[config.mk]
export PLATFORM = sky130hd
export DESIGN_NAME = fcr_div
export DESIGN_NICKNAME = d
export VERILOG_FILES = /design/src/rtl/fcr_div.sv
export SDC_FILE = /design/constraint.sdc
export NUM_CORES = 2
export LEC_CHECK = 0
export BUFFER_PORTS_ARGS = -buffer_cell sky130_fd_sc_hd__buf_2
export CORE_AREA = 2 2 484 486
export CTS_BUF_LIST = sky130_fd_sc_hd__clkbuf_4 sky130_fd_sc_hd__clkbuf_8
export CTS_CLUSTER_SIZE = 10
export DETAILED_ROUTE_END_ITERATION = 16
export DIE_AREA = 0 0 486 488
export GPL_ROUTABILITY_DRIVEN = 0
export PLACE_DENSITY = 0.76
export REMOVE_ABC_BUFFERS = 1
export SLEW_MARGIN = 10
export SYNTH_ARGS = -nofsm -noshare
export SYNTH_HDL_FRONTEND = slang
export SYNTH_SLANG_ARGS = --single-unit
export TNS_END_PERCENT = 5
[constraint.sdc]
create_clock -name clk -period 12.4 [get_ports clk]
set_clock_uncertainty 0.2 [all_clocks]
set_input_delay 0.62 -clock clk [delete_from_list [all_inputs] [get_ports clk]]
set_output_delay 0.62 -clock clk [all_outputs]
set_load 0.01 [all_outputs]
[src/rtl/fcr_div.sv]
`timescale 1ns / 1ps
module fcr_div #(
  parameter int D_W    = 40,
  parameter int Q_W    = 25,
  parameter int SIDE_W = 8
) (
  input  logic              clk,
  input  logic              rst_n,
  input  logic              in_valid,
  output logic              in_ready,
  input  logic [D_W-1:0]    in_num,
  input  logic [D_W-1:0]    in_den,
  input  logic [SIDE_W-1:0] in_side,
  output logic              out_valid,
  input  logic              out_ready,
  output logic [Q_W-1:0]    out_quot,
  output logic [SIDE_W-1:0] out_side
);

  // numerator never exceeds denominator: first step yields the integer bit

  logic              v_r    [Q_W];
  logic              rdy    [Q_W+1];
  logic [D_W-1:0]    rem_r  [Q_W];
  logic [D_W-1:0]    den_r  [Q_W];
  logic [Q_W-1:0]    quot_r [Q_W];
  logic [SIDE_W-1:0] side_r [Q_W];

  assign rdy[Q_W] = out_ready;

  for (genvar k = 0; k < Q_W; k++) begin : g_stage
    logic              v_in;
    logic [D_W:0]      r2;
    logic [D_W-1:0]    den_in;
    logic [Q_W-1:0]    quot_in;
    logic [SIDE_W-1:0] side_in;
    logic [D_W:0]      dext;
    logic [D_W:0]      diff;
    logic              ge;

    if (k == 0) begin : g_first
      assign v_in    = in_valid;
      assign r2      = {1'b0, in_num};
      assign den_in  = in_den;
      assign quot_in = '0;
      assign side_in = in_side;
    end else begin : g_next
      assign v_in    = v_r[k-1];
      assign r2      = {rem_r[k-1], 1'b0};
      assign den_in  = den_r[k-1];
      assign quot_in = quot_r[k-1];
      assign side_in = side_r[k-1];
    end

    assign rdy[k] = !v_r[k] || rdy[k+1];
    assign dext   = {1'b0, den_in};
    assign ge     = r2 >= dext;
    assign diff   = r2 - dext;

    always_ff @(posedge clk) begin
      if (!rst_n) begin
        v_r[k] <= 1'b0;
      end else if (rdy[k]) begin
        v_r[k] <= v_in;
      end
    end

    always_ff @(posedge clk) begin
      if (rdy[k] && v_in) begin
        rem_r[k]  <= ge ? diff[D_W-1:0] : r2[D_W-1:0];
        den_r[k]  <= den_in;
        quot_r[k] <= {quot_in[Q_W-2:0], ge};
        side_r[k] <= side_in;
      end
    end
  end

  assign in_ready  = rdy[0];
  assign out_valid = v_r[Q_W-1];
  assign out_quot  = quot_r[Q_W-1];
  assign out_side  = side_r[Q_W-1];

endmodule

; Word level (Yosys, flattened, before mapping)
; Memories as Yosys holds them, arrays and structs flattened.
; Index checks and enable logic that the tools add are counted.
[totals]
register_bits = 0
ram_bits = 2850
in_bits = 92
out_inout_bits = 35
word_cells = 331
mem_count = 5
[memory_table]
columns = memory, depth, width, read_ports, rd_ports_with_merged_regs, write_ports, line
row1 = den_r, 25, 40, 24, 0, 25, 25  ; logic [D_W-1:0] den_r [Q_W];
row2 = rem_r, 25, 40, 24, 0, 25, 24  ; logic [D_W-1:0] rem_r [Q_W];
row3 = quot_r, 25, 25, 25, 0, 25, 26  ; logic [Q_W-1:0] quot_r [Q_W];
row4 = side_r, 25, 8, 25, 0, 25, 27  ; logic [SIDE_W-1:0] side_r [Q_W];
row5 = v_r, 25, 1, 25, 0, 25, 22  ; logic v_r [Q_W];
[op_classes]
addsub = 25
order_cmp = 25
n_mux = 176
bitwise_logic = 25
reduce_logical = 75
[op_table]
columns = op, count
row1 = $mux 40, 25
row2 = $sub 40x40->40, 25
row3 = $ge 41x40->1, 24
row4 = $mux 1, 151
row5 = $ge 40x40->1, 1
row6 = $logic_and 1x1->1, 25
row7 = $logic_not 1->1, 25
row8 = $logic_or 1x1->1, 25
row9 = $or 1x1->1, 25

; Logic depth before layout (Yosys ltp)
; An unclocked memory read counts as a cell.
[depth]
ltp_word = 31
mapped_depth = 17
depth_no_buf = 15

; Least setup slack after synthesis
; OpenSTA, ideal clock, no wires.
[synth_path]
path_kind = input to register
start = in out_ready
end = mem v_r[17][0] (netlist: v_r[8][1]) (data pin)
setup_ps = 190
arrival_ps = 9675
required_ps = 12010
path_slack_ps = 2335
cell_stages = 6
n_path_buf = 1
cell_sequence = and4b_1 and4_1 and2_1 clkbuf_1 a21boi_0 and2_1
[synth_rtl]
columns = item, line
row1 = start: declaration, 15  ; input logic out_ready,
row2 = end: declaration, 22

==> results.json <==
{
  "first_iter_violations": 5958,
  "drive_gt1_share_pct": 10.3,
  "maxSlewViolCount": 0,
  "num_io_pins": 127,
  "rrSetupSlack_ns": 7.03,
  "cts-resized-gates": 0,
  "setup_ws_ns": 6.63,
  "yosys-top-cells-area": "edfxtp_1 (54%), ha_1 (9.0%), a21oi_1 (3.8%), inv_1 (3.4%), xnor2_1 (3.2%)",
  "dr.pass1.iters": 6,
  "yosysTopAreaCell": "edfxtp_1",
  "yosys_warnings": 0,
  "status": "finished, final reports clean",
  "dieArea_um2": 237000,
  "yosys.area.top_type_share_pct": 53.6,
  "clk_latency_ns": 1.10,
  "multi_input_area_um2": 58400,
  "hold_class": "input pin to flip-flop",
  "synth-edff-count": 2469,
  "die_h_um": 488,
  "yosysUniqueCellTypes": 122,
  "clkTransAtPathRegs_ns": 0.06,
  "p_leak_nw": 60.6,
  "clockBufferDepth": 4,
  "synth.cell_area_um2": 138000,
  "post_cts_buffers": 0,
  "cp_slowest_cell": "and4_1",
  "ir_worst_vdd_mv": 0.104,
  "via_count": 94478,
  "ff_latch_area_um2": 74200,
  "worstPathCellList": "and4b_1 -> and4_1 -> and4_1 -> and3_2 -> and3_1 -> and3_1 -> and3_2 -> and3_1 -> and2_2 -> nand2_1 -> buf_2",
  "crit_buf_inv": 1,
  "tns_ns": 0,
  "worstPathMaxFanout": 6,
  "fp-row-count": 177,
  "relSlewSlack_pct": 4.35,
  "finalHoldViolations": 0,
  "critPathLaunchType": "flip-flop",
  "grt_max_degree": 80,
  "fin_crit_sh_pct": 46.6,
  "postSynth.asyncResetShare_pct": 0,
  "netlist_instances": 12148,
  "cts-htree-levels": 5,
  "max_stage_delay_ns": 0.48,
  "dpl_worst_slack_ns": 6.97,
  "synthFlopType": "edfxtp_1",
  "routedWlPerCell_um": 18.5,
  "wirelength_um": 295000,
  "fmax_mhz": 173,
  "grtUsageTotal_pct": 24.5,
  "cellPowerDensity_nw_per_um2": 112,
  "synth.most_common_cell": "edfxtp_1",
  "via_per_inst": 5.92,
  "synth_common_cells": "edfxtp_1 (2469), inv_1 (1260), a21oi_1 (1042)",
  "power.total_w": 0.0168,
  "worstPathRequired_ns": 11.58,
  "setup_viol": 0,
  "die_w_um": 486,
  "endpoint_kind": "output port",
  "yosysSeqAreaShare_pct": 53.6,
  "syn2layout_area_growth_pct": 9.14,
  "cts_tree": "done",
  "dp_hpwl_um": 225000,
  "path_delay_family": "simple AND/OR/NAND/NOR gates",
  "initial_core_util_pct": 59.6,
  "core_um2": 232000,
  "critPathKind": "flip-flop to output port",
  "worst_pin_slew_ns": 1.42,
  "final_net_count": 13711,
  "crit_path_frequent_cell": "and3_1",
  "syn_avg_cell_area_um2": 11.4,
  "overflow": 0,
  "grt_pass1_vias": 96900,
  "cts_sinks": 2470,
  "synth_seq_cells": 2470,
  "io_buffers": 126,
  "cp.arrival_ns": 4.95,
  "root_buffer": "clkbuf_8",
  "drcViolationCount": 0,
  "antenna_found_initial": 4,
  "cts_buffers": 419,
  "grt_pass1_wl_um": 472000,
  "fin_crit_ns": 5.77,
  "rsz0062_at_grt": "no",
  "drt.antenna.violating_nets": 0,
  "cap_violations": 0,
  "fillers": 16486
}
[area by class of cell]
| type | instances | area share (%) |
|---|---|---|
| Inverter | 1264 | 3.14 |
| Multi-Input combinational cell | 8147 | 38.7 |
| Sequential cell | 2470 | 49.1 |
| Antenna cell | 5 | 0.00829 |
| Tap cell | 3043 | 2.52 |
| Clock inverter | 179 | 0.613 |
| Timing Repair Buffer | 294 | 1.41 |
| Clock buffer | 545 | 4.47 |
[flip-flops by register name, summed over array words and instances (netlist names)]
signal and flops:
quot_r 325, den_r 960, rem_r 960, side_r 200, v_r 25
[through the flow]
stage | std cells | cell area [um^2] | hold slack [ns] | util [%]
CTS | 15942 | 151000 | 0.0155 | 65.1
floorplan | 11881 | 137000 | 0.200 | -
detailed placement | 15125 | 142000 | 0.205 | 61.4
finish | 15947 | 151000 | 0.117 | 65.1
global placement | 15124 | 142000 | 0.201 | 61.4
global route | 15944 | 151000 | 0.0530 | 65.1
[path summary, 6_finish.rpt]
path,from,end,cells past startpoint
max,v_r[11][1]$_DFFE_PP_,in_ready,11
min,in_den[23],den_r[0][23]$_DFFE_PP_,2
max reg2reg,den_r[0][1]$_DFFE_PP_,rem_r[1][13]$_DFFE_PP_,14
min reg2reg,quot_r[0][102]$_DFFE_PP_,quot_r[0][128]$_DFFE_PP_,0
[report_power, final]
part           switching [W]  internal (W)  total, W
sequential         0.0000354       0.00918   0.00921
combinational       0.000460      0.000386  0.000846
clock                0.00315       0.00362   0.00677
total                0.00364        0.0132    0.0168
[per-layer routing]
metal	track usage, %	up-vias	part of all wire, %
met5	0	-	0
met4	19.7	0	8.4
met3	3.18	1154	3.6
met2	49.1	3023	55
met1	21.5	44808	33
li1	-	45493	-
[worst reg2reg max path: stages (launching register included)]
cell      delay (ns)
edfxtp_1        0.43
inv_1           0.08
ha_1            0.24
nor2b_1         0.14
o21ai_0         0.25
a21o_1          0.19
a21oi_1         0.16
a311oi_1        0.99
o211ai_1        0.44
o31ai_2         0.52
a31o_1          0.22
nand2_1         0.08
a41oi_4         0.21
buf_4           0.48
mux2_2          0.46
[timing repair]
action | CTS | global route
hold buffers | 93 | 0
hold endpoints to repair | 126 | 0
setup endpoints to repair | 0 | 0
[placed cells by master, fill, tap and decap left out, types with 93 or more instances in the layout]
master,n
o21bai_1,134
nand4_1,141
o21ai_0,725
nor2b_1,145
xnor2_1,505
a21oi_1,1038
nand2b_1,149
mux2_4,96
a31oi_1,101
dlygate4sd3_1,93
a21o_1,535
nand2_1,751
and3_1,98
nor2_1,701
clkbuf_8,424
nor3_1,138
xor2_1,288
o21a_1,163
clkbuf_4,121
buf_2,126
clkinv_1,114
mux2_2,244
ha_1,999
inv_1,1260
nand3_1,185
edfxtp_1,2469
[kinds of logic (layout without fill, tap and decap cells)]
group	after synthesis	in the layout	synth area share, %
compound gates	3312	3312	15.1
simple gates	2652	2652	9.27
fa+ha+maj	1023	1023	9.39
mux	367	367	3.23
buf+inv	1531	2282	4.37
xor+xnor	793	793	5.02
flops	2470	2470	53.6
other cells	0	5	0
Note: power is estimated with default switching activity, not from simulation.
